$ cat config.mk
export PLATFORM = sky130hd
export DESIGN_NAME = trigger_delay_hold_qualifier_unit
export DESIGN_NICKNAME = d
export VERILOG_FILES = /design/src/sv/tdhq_pkg.sv /design/src/sv/tdhq_ctrl.sv /design/src/sv/tdhq_datapath.sv /design/src/sv/trigger_delay_hold_qualifier_unit.sv
export SDC_FILE = /design/constraint.sdc
export NUM_CORES = 1
export LEC_CHECK = 0
export ABC_CLOCK_PERIOD_IN_PS = 10000
export BUFFER_PORTS_ARGS = -buffer_cell sky130_fd_sc_hd__buf_2
export CAP_MARGIN = 20
export CORE_MARGIN = 3
export CORE_UTILIZATION = 60
export DETAILED_ROUTE_END_ITERATION = 6
export PLACE_DENSITY_LB_ADDON = 0.1
export SYNTH_ARGS = -nofsm -noshare
export SYNTH_HDL_FRONTEND = slang
export SYNTH_SLANG_ARGS = --single-unit
$ cat constraint.sdc
create_clock -name clk -period 10 [get_ports clk]
set_clock_uncertainty 0.1 [all_clocks]
set_input_delay 2 -clock clk [delete_from_list [all_inputs] [get_ports clk]]
set_output_delay 2 -clock clk [all_outputs]
set_load 0.01 [all_outputs]
$ cat src/sv/tdhq_pkg.sv
`default_nettype none
// ---------------------------------------------------------------------------
// tdhq_pkg
// shared types and constants of the trigger delay/hold qualifier
// ---------------------------------------------------------------------------
package tdhq_pkg;

    localparam int ADDR_SLOTS = 16;
    localparam int SLOT_W     = 4;
    localparam int OP_W       = 2;
    localparam int STATE_W    = 2;
    localparam int DATA_W     = 16;

    typedef enum logic [OP_W-1:0] {
        OP_TICK   = 2'd0,
        OP_UPDATE = 2'd1,
        OP_LOAD   = 2'd2,
        OP_REMOVE = 2'd3
    } op_t;

    typedef enum logic [STATE_W-1:0] {
        ST_RESET    = 2'd0,
        ST_PRESET   = 2'd1,
        ST_SET      = 2'd2,
        ST_PRERESET = 2'd3
    } slot_state_t;

    typedef enum logic [1:0] {
        CS_IDLE,
        CS_OP,
        CS_WALK,
        CS_FLUSH
    } ctrl_state_t;

    typedef struct packed {
        logic capture;
        logic do_op;
        logic walk_step;
        logic flush;
    } ctrl_t;

    typedef struct packed {
        logic start_tick;
        logic walk_end;
    } status_t;

endpackage : tdhq_pkg
`default_nettype wire

$ cat src/sv/tdhq_ctrl.sv
`default_nettype none
// ---------------------------------------------------------------------------
// tdhq_ctrl
// sequencer: one op state for non-tick commands, slot walk on tick, final result flush
// ---------------------------------------------------------------------------
module tdhq_ctrl
    import tdhq_pkg::*;
(
    input  wire logic    clk,
    input  wire logic    rst_n,
    input  wire logic    start,
    output logic         busy,
    input  wire status_t status,
    output ctrl_t        ctrl
);

    ctrl_state_t state_reg;
    ctrl_state_t state_next;

    always_ff @(posedge clk or negedge rst_n)
    begin
        if (!rst_n)
        begin
            state_reg <= CS_IDLE;
        end
        else
        begin
            state_reg <= state_next;
        end
    end

    always_comb
    begin
        state_next = state_reg;
        ctrl       = '0;
        busy       = 1'b1;
        unique case (state_reg)
            CS_IDLE:
            begin
                busy = 1'b0;
                if (start)
                begin
                    ctrl.capture = 1'b1;
                    state_next   = status.start_tick ? CS_WALK : CS_OP;
                end
            end
            CS_OP:
            begin
                ctrl.do_op = 1'b1;
                state_next = CS_IDLE;
            end
            CS_WALK:
            begin
                ctrl.walk_step = 1'b1;
                if (status.walk_end)
                begin
                    state_next = CS_FLUSH;
                end
            end
            CS_FLUSH:
            begin
                ctrl.flush = 1'b1;
                state_next = CS_IDLE;
            end
            default:
            begin
                state_next = CS_IDLE;
            end
        endcase
    end

endmodule : tdhq_ctrl
`default_nettype wire

$ cat src/sv/tdhq_datapath.sv
`default_nettype none
// ---------------------------------------------------------------------------
// tdhq_datapath
// slot tables, item registers, walk index and result registers
// ---------------------------------------------------------------------------
module tdhq_datapath
    import tdhq_pkg::*;
#(
    parameter int NUM_SLOTS  = 16,
    parameter int TIME_WIDTH = 16
)
(
    input  wire logic              clk,
    input  wire logic              rst_n,
    input  wire ctrl_t             ctrl,
    output status_t                status,
    input  wire logic [OP_W-1:0]   op,
    input  wire logic [SLOT_W-1:0] slot,
    input  wire logic              occurred,
    input  wire logic [DATA_W-1:0] detect_ticks,
    input  wire logic [DATA_W-1:0] hold_ticks,
    output logic                   strobe,
    output logic [SLOT_W-1:0]      out_slot,
    output logic [STATE_W-1:0]     out_state,
    output logic                   notify,
    output logic                   last
);

    localparam int WALK_SLOTS = (NUM_SLOTS < ADDR_SLOTS) ? NUM_SLOTS : ADDR_SLOTS;
    localparam int IDX_W      = (WALK_SLOTS > 1) ? $clog2(WALK_SLOTS) : 1;

    // slot tables
    logic                  valid_reg  [WALK_SLOTS];
    slot_state_t           sstate_reg [WALK_SLOTS];
    logic [TIME_WIDTH-1:0] rem_reg    [WALK_SLOTS];
    logic [TIME_WIDTH-1:0] detect_mem [WALK_SLOTS];
    logic [TIME_WIDTH-1:0] hold_mem   [WALK_SLOTS];

    // captured item
    op_t                   op_reg;
    logic [SLOT_W-1:0]     slot_reg;
    logic                  occ_reg;
    logic [TIME_WIDTH-1:0] dt_reg;
    logic [TIME_WIDTH-1:0] ht_reg;

    logic [IDX_W-1:0]      walk_idx_reg;

    // pending walk result, held until the next one or the flush
    logic                  pend_valid_reg;
    logic                  pend_valid_next;
    logic [SLOT_W-1:0]     pend_slot_reg;
    logic [SLOT_W-1:0]     pend_slot_next;
    slot_state_t           pend_state_reg;
    slot_state_t           pend_state_next;

    logic                  strobe_reg;
    logic                  strobe_next;
    logic [SLOT_W-1:0]     out_slot_reg;
    logic [SLOT_W-1:0]     out_slot_next;
    slot_state_t           out_state_reg;
    slot_state_t           out_state_next;
    logic                  notify_reg;
    logic                  notify_next;
    logic                  last_reg;
    logic                  last_next;

    logic                  in_table;
    logic [IDX_W-1:0]      rd_idx;
    logic                  cur_valid;
    slot_state_t           cur_state;
    logic [TIME_WIDTH-1:0] cur_rem;
    logic [TIME_WIDTH-1:0] rem_dec;
    logic                  tab_we;
    logic                  time_we;
    logic                  new_valid;
    slot_state_t           new_state;
    logic [TIME_WIDTH-1:0] new_rem;
    logic                  changed;

    assign in_table = int'(slot_reg) < NUM_SLOTS;
    assign rd_idx   = ctrl.walk_step ? walk_idx_reg : slot_reg[IDX_W-1:0];

    assign cur_valid = valid_reg[rd_idx];
    assign cur_state = sstate_reg[rd_idx];
    assign cur_rem   = rem_reg[rd_idx];
    assign rem_dec   = (cur_rem != '0) ? cur_rem - TIME_WIDTH'(1) : '0;

    assign status.start_tick = op_t'(op) == OP_TICK;
    assign status.walk_end   = walk_idx_reg == IDX_W'(WALK_SLOTS - 1);

    // table update for the current beat
    always_comb
    begin
        tab_we    = 1'b0;
        time_we   = 1'b0;
        new_valid = cur_valid;
        new_state = cur_state;
        new_rem   = cur_rem;
        changed   = 1'b0;
        if (ctrl.walk_step)
        begin
            if (cur_valid && cur_state != ST_RESET)
            begin
                tab_we  = 1'b1;
                new_rem = rem_dec;
                if (rem_dec == '0)
                begin
                    if (cur_state == ST_PRESET)
                    begin
                        new_state = ST_SET;
                        new_rem   = hold_mem[rd_idx];
                        changed   = 1'b1;
                    end
                    else if (cur_state == ST_PRERESET)
                    begin
                        new_state = ST_RESET;
                        changed   = 1'b1;
                    end
                end
            end
        end
        else if (ctrl.do_op && in_table)
        begin
            case (op_reg)
                OP_UPDATE:
                begin
                    if (cur_valid)
                    begin
                        tab_we = 1'b1;
                        case (cur_state)
                            ST_RESET:
                            begin
                                if (occ_reg)
                                begin
                                    new_state = ST_PRESET;
                                    new_rem   = detect_mem[rd_idx];
                                end
                            end
                            ST_PRESET:
                            begin
                                if (!occ_reg)
                                begin
                                    new_state = ST_RESET;
                                    new_rem   = '0;
                                end
                            end
                            ST_SET:
                            begin
                                if (!occ_reg)
                                begin
                                    new_state = ST_PRERESET;
                                end
                            end
                            default:
                            begin
                                if (occ_reg)
                                begin
                                    new_state = ST_SET;
                                end
                            end
                        endcase
                    end
                end
                OP_LOAD:
                begin
                    tab_we    = 1'b1;
                    time_we   = 1'b1;
                    new_valid = 1'b1;
                    new_state = ST_RESET;
                    new_rem   = '0;
                end
                OP_REMOVE:
                begin
                    tab_we    = 1'b1;
                    new_valid = 1'b0;
                    new_state = ST_RESET;
                    new_rem   = '0;
                end
                default:
                begin
                    tab_we = 1'b0;
                end
            endcase
        end
    end

    // result sequencing
    always_comb
    begin
        pend_valid_next = pend_valid_reg;
        pend_slot_next  = pend_slot_reg;
        pend_state_next = pend_state_reg;
        strobe_next     = 1'b0;
        out_slot_next   = out_slot_reg;
        out_state_next  = out_state_reg;
        notify_next     = notify_reg;
        last_next       = last_reg;
        if (ctrl.do_op)
        begin
            strobe_next    = 1'b1;
            out_slot_next  = slot_reg;
            out_state_next = (op_reg == OP_UPDATE && in_table && cur_valid) ? new_state
                                                                             : ST_RESET;
            notify_next    = 1'b0;
            last_next      = 1'b1;
        end
        else if (ctrl.walk_step && changed)
        begin
            if (pend_valid_reg)
            begin
                strobe_next    = 1'b1;
                out_slot_next  = pend_slot_reg;
                out_state_next = pend_state_reg;
                notify_next    = 1'b1;
                last_next      = 1'b0;
            end
            pend_valid_next = 1'b1;
            pend_slot_next  = SLOT_W'(walk_idx_reg);
            pend_state_next = new_state;
        end
        else if (ctrl.flush)
        begin
            if (pend_valid_reg)
            begin
                strobe_next    = 1'b1;
                out_slot_next  = pend_slot_reg;
                out_state_next = pend_state_reg;
                notify_next    = 1'b1;
                last_next      = 1'b1;
            end
            pend_valid_next = 1'b0;
        end
    end

    always_ff @(posedge clk or negedge rst_n)
    begin
        if (!rst_n)
        begin
            for (int i = 0; i < WALK_SLOTS; i++)
            begin
                valid_reg[i]  <= 1'b0;
                sstate_reg[i] <= ST_RESET;
                rem_reg[i]    <= '0;
            end
            walk_idx_reg   <= '0;
            pend_valid_reg <= 1'b0;
            strobe_reg     <= 1'b0;
        end
        else
        begin
            if (tab_we)
            begin
                valid_reg[rd_idx]  <= new_valid;
                sstate_reg[rd_idx] <= new_state;
                rem_reg[rd_idx]    <= new_rem;
            end
            if (ctrl.capture)
            begin
                walk_idx_reg <= '0;
            end
            else if (ctrl.walk_step)
            begin
                walk_idx_reg <= walk_idx_reg + IDX_W'(1);
            end
            pend_valid_reg <= pend_valid_next;
            strobe_reg     <= strobe_next;
        end
    end

    always_ff @(posedge clk)
    begin
        if (time_we)
        begin
            detect_mem[rd_idx] <= dt_reg;
            hold_mem[rd_idx]   <= ht_reg;
        end
        if (ctrl.capture)
        begin
            op_reg   <= op_t'(op);
            slot_reg <= slot;
            occ_reg  <= occurred;
            dt_reg   <= TIME_WIDTH'(detect_ticks);
            ht_reg   <= TIME_WIDTH'(hold_ticks);
        end
        pend_slot_reg  <= pend_slot_next;
        pend_state_reg <= pend_state_next;
        out_slot_reg   <= out_slot_next;
        out_state_reg  <= out_state_next;
        notify_reg     <= notify_next;
        last_reg       <= last_next;
    end

    assign strobe    = strobe_reg;
    assign out_slot  = out_slot_reg;
    assign out_state = out_state_reg;
    assign notify    = notify_reg;
    assign last      = last_reg;

endmodule : tdhq_datapath
`default_nettype wire

$ cat src/sv/trigger_delay_hold_qualifier_unit.sv
`default_nettype none
// ---------------------------------------------------------------------------
// trigger_delay_hold_qualifier_unit
// on-delay / off-delay qualifier over a table of trigger slots
// ---------------------------------------------------------------------------
// usage:
//   command channel: drive op, slot, occurred, detect_ticks, hold_ticks and
//   raise start; the beat is taken at a clock edge with start high and busy
//   low. busy stays high until the command has finished.
//   result channel: each result appears for one cycle with strobe high on
//   out_slot, out_state, notify, last; the receiver cannot stall it and must
//   take every beat. last marks the final result of a command.
//   update, load, remove: one result, registered from the op state entered on
//   acceptance; the next command can be accepted once busy is low again.
//   tick: the slot table is walked one slot per cycle over min(NUM_SLOTS,16)
//   slots, then a flush state; each slot that changes state yields one
//   result, held back until the next change or the end of the walk so the
//   final one can carry last; a tick with no change yields no result.
//   reset: all slots invalid and in reset state, no results pending.
// ---------------------------------------------------------------------------
module trigger_delay_hold_qualifier_unit
    import tdhq_pkg::*;
#(
    parameter int NUM_SLOTS  = 16,
    parameter int TIME_WIDTH = 16
)
(
    input  wire logic              clk,
    input  wire logic              rst_n,
    input  wire logic              start,
    output logic                   busy,
    input  wire logic [OP_W-1:0]   op,
    input  wire logic [SLOT_W-1:0] slot,
    input  wire logic              occurred,
    input  wire logic [DATA_W-1:0] detect_ticks,
    input  wire logic [DATA_W-1:0] hold_ticks,
    output logic                   strobe,
    output logic [SLOT_W-1:0]      out_slot,
    output logic [STATE_W-1:0]     out_state,
    output logic                   notify,
    output logic                   last
);

    ctrl_t   ctrl;
    status_t status;

    tdhq_ctrl u_ctrl (
        .clk    (clk),
        .rst_n  (rst_n),
        .start  (start),
        .busy   (busy),
        .status (status),
        .ctrl   (ctrl)
    );

    tdhq_datapath #(
        .NUM_SLOTS  (NUM_SLOTS),
        .TIME_WIDTH (TIME_WIDTH)
    ) u_datapath (
        .clk          (clk),
        .rst_n        (rst_n),
        .ctrl         (ctrl),
        .status       (status),
        .op           (op),
        .slot         (slot),
        .occurred     (occurred),
        .detect_ticks (detect_ticks),
        .hold_ticks   (hold_ticks),
        .strobe       (strobe),
        .out_slot     (out_slot),
        .out_state    (out_state),
        .notify       (notify),
        .last         (last)
    );

endmodule : trigger_delay_hold_qualifier_unit
`default_nettype wire
==> results.toml <==
[floorplanning]
ios = 52
start_util = 0.611
die_x_um = 249
core_area_um2 = 58100
rows = 88
dieArea_um2 = 62100
die_h_um = 249

[synth]
avgSynthCellArea_um2 = 14.1
synth_fp_nets = 2563
async_reset_ff_frac = 0.356
ys_warn_count = 0
synth_edf_count = 563
synth_top_area_cell = "edfxtp_1"
synth_common_cells = "563 x edfxtp_1, 312 x dfrtp_1, 211 x mux2_2, 208 x o22ai_1, 201 x a22oi_1"
synth_ff_type = "edfxtp_1"
ys_types = 84
ys_top_cells_by_area = "edfxtp_1 48%, dfrtp_1 22%, mux2_2 6.7%"
ys_seq_area_frac = 0.697
post-synth-top-count-cell = "edfxtp_1"
synthCells = 2515
syn-cell-area_um2 = 35500
synth-seq-cells = 877
synth_top_cell_area_share = 0.476

[timing]
setup_tns_ns = 0
hold_viol_final = 0
rsz0062_at_grt = "false"
drv_slew = 0
final-setup-viol-count = 0
fmax_ghz = 0.141
worstMarginPinSlew_ns = 1.19
finalCritPeriodShare = 0.707
slew_headroom = 0.206
fin_crit_ns = 7.07
setup_slack_ns = 2.93

[final_layout]
drive_gt1_frac = 0.209
diodes = 0
fin_cells = 3379
syn_to_final_growth_pct = 11.7
fin_nets = 2591

[routing]
vias_per_cell = 6.80
wl_um = 94800
ant_nets = 0
drcViolationCount = 0
drt_iter0_drc = 2676
drt_pass1_iterations = 6
dr_total_vias = 23000
wl_per_cell_um = 28.1

[pwr]
p_seq_frac = 0.444
pwr-share-clk = 0.327
ir_drop_v = 0.000183
p_per_area_nw_per_um2 = 255
p_sw_frac = 0.316
internal_power_w = 0.00692
p_leak_nw = 14.5
netSwitchingPower_w = 0.00320
p_comb_frac = 0.229

[setup_path]
start_kind = "flip-flop"
cp.required_ns = 10.47
critPathArrivalTime_ns = 7.54
endpoint_kind = "flip-flop"
worst-setup-path-type = "flip-flop to flip-flop"
path_max_fanout = 53

[clock_network]
cts_setup_buffers = 0
worstSkewPairLatency_ns = 0.67
clk_pin_slew_ns = 0.06
htree_num_levels = 3
clock-sinks = 877
post_cts_resized = 0
cts_buffers = 87
cts_hold_buf = 0
ctsLongestPathBuffers = 3
root_buffer = "clkbuf_16"
tritoncts = "yes"

[min_path]
hold_class = "flip-flop to flip-flop"

[global_routing]
use_met2 = 0.501
top_usage_layer = "met2"
grt_max_degree = 195
met3_usage = 0.0485
grtUsageMet1 = 0.418
grt_pass1_vias = 22800
track_usage = 0.303
gr-total-overflow = 0
grt_pass1_wl_um = 143000
antenna_found_initial = 1

[run_status]
status = "completed"

[placed_design]
io_buffers = 51
place_ws_ns = 2.81
dpl.hpwl_um = 52400
placed_cells = 3215
globalplace.congestion = 0.882

[run]
drv_cap = 0
-- final timing paths --
kind	startpoint	end	slack, ns	cells after the start
min in group asynchronous	rst_n	u_datapath.rem_reg[68]$_DFFE_PN0P_	1.33	1
setup / recovery	u_ctrl.state_reg[0]$_DFFE_PN0P_	u_datapath.rem_reg[106]$_DFFE_PN0P_	2.93	14
max in group asynchronous	rst_n	u_datapath.pend_valid_reg$_DFFE_PN0P_	6.83	2
hold reg to reg	u_datapath.sstate_reg[5]$_DFFE_PN0P_	u_datapath.sstate_reg[5]$_DFFE_PN0P_	0.38	2
setup reg to reg	u_ctrl.state_reg[0]$_DFFE_PN0P_	u_datapath.rem_reg[106]$_DFFE_PN0P_	2.93	14
hold / removal	u_datapath.sstate_reg[5]$_DFFE_PN0P_	u_datapath.sstate_reg[5]$_DFFE_PN0P_	0.38	2
-- critical path, cell delays in order, from the launching register on --
cell      delay, ns
dfrtp_1        0.57
and2b_1        0.90
o31a_2         0.22
buf_4          0.57
buf_4          0.60
o22ai_1        0.15
o21ai_0        0.22
nand4_1        0.37
or3b_1         0.47
mux2_2         0.27
o32a_1         0.34
nor4_4         0.83
a211oi_1       0.21
nor3_2         0.79
mux2_2         0.31
-- layout make-up --
class	count	area, um2
Tap cell	765	957
Fill cell	3946	18500
Multi-Input combinational cell	1443	10200
Clock buffer	112	2290
Inverter	17	63.8
Timing Repair Buffer	117	783
Clock inverter	48	608
Sequential cell	877	24800
-- power by group through the flow --
stage / Clock, W / Combinational [W] / Sequential [W]
global route: 0.00349 / 0.00248 / 0.00453
finish: 0.00331 / 0.00232 / 0.00449
global placement: 0 / 0.00223 / 0.00453
detailed placement: 0 / 0.00227 / 0.00455
floorplan: 0 / 0.00154 / 0.00447
CTS: 0.00334 / 0.00228 / 0.00448
-- cells by family after synthesis --
family,count (synthesis),share of synthesized area
buffers and inverters,195,0.0244
multiplexers,215,0.0681
XOR/XNOR,5,0.00123
adder cells (fa/ha/maj),6,0.00211
AO/OA/AOI/OAI,841,0.155
flip-flops,877,0.697
AND/OR/NAND/NOR,376,0.0524
-- layer usage --
| metal | part of all wire | wire, um | up-vias |
|---|---|---|---|
| met5 | 0 | 0 | - |
| met4 | 0.030 | 2820 | 0 |
| met3 | 0.078 | 7400 | 199 |
| met2 | 0.49 | 46700 | 1083 |
| met1 | 0.40 | 37900 | 11800 |
| li1 | - | - | 9921 |
-- cell usage in the layout (no fill, tap or decap), types with 62 or more instances in the layout --
cell type,netlist,final
clkbuf_16,0,87
a22oi_1,201,201
mux2_2,211,211
nor2_1,130,97
buf_4,6,62
edfxtp_1,563,563
o22ai_1,208,208
dfrtp_1,312,312
nand2_1,122,122
a21oi_1,143,143
o21ai_0,157,157
-- through the flow --
step | hold WS (ns) | power [W] | instance area [um2] | util
2_1_floorplan | 0.323 | 0.00601 | 35500 | -
3_3_place_gp | 0.362 | 0.00675 | 36700 | 0.631
3_5_place_dp | 0.371 | 0.00682 | 36700 | 0.631
4_1_cts | 0.384 | 0.0101 | 39600 | 0.681
5_1_grt | 0.404 | 0.0105 | 39700 | 0.682
6_report | 0.381 | 0.0101 | 39700 | 0.682
Note: power is estimated with default switching activity, not from simulation.
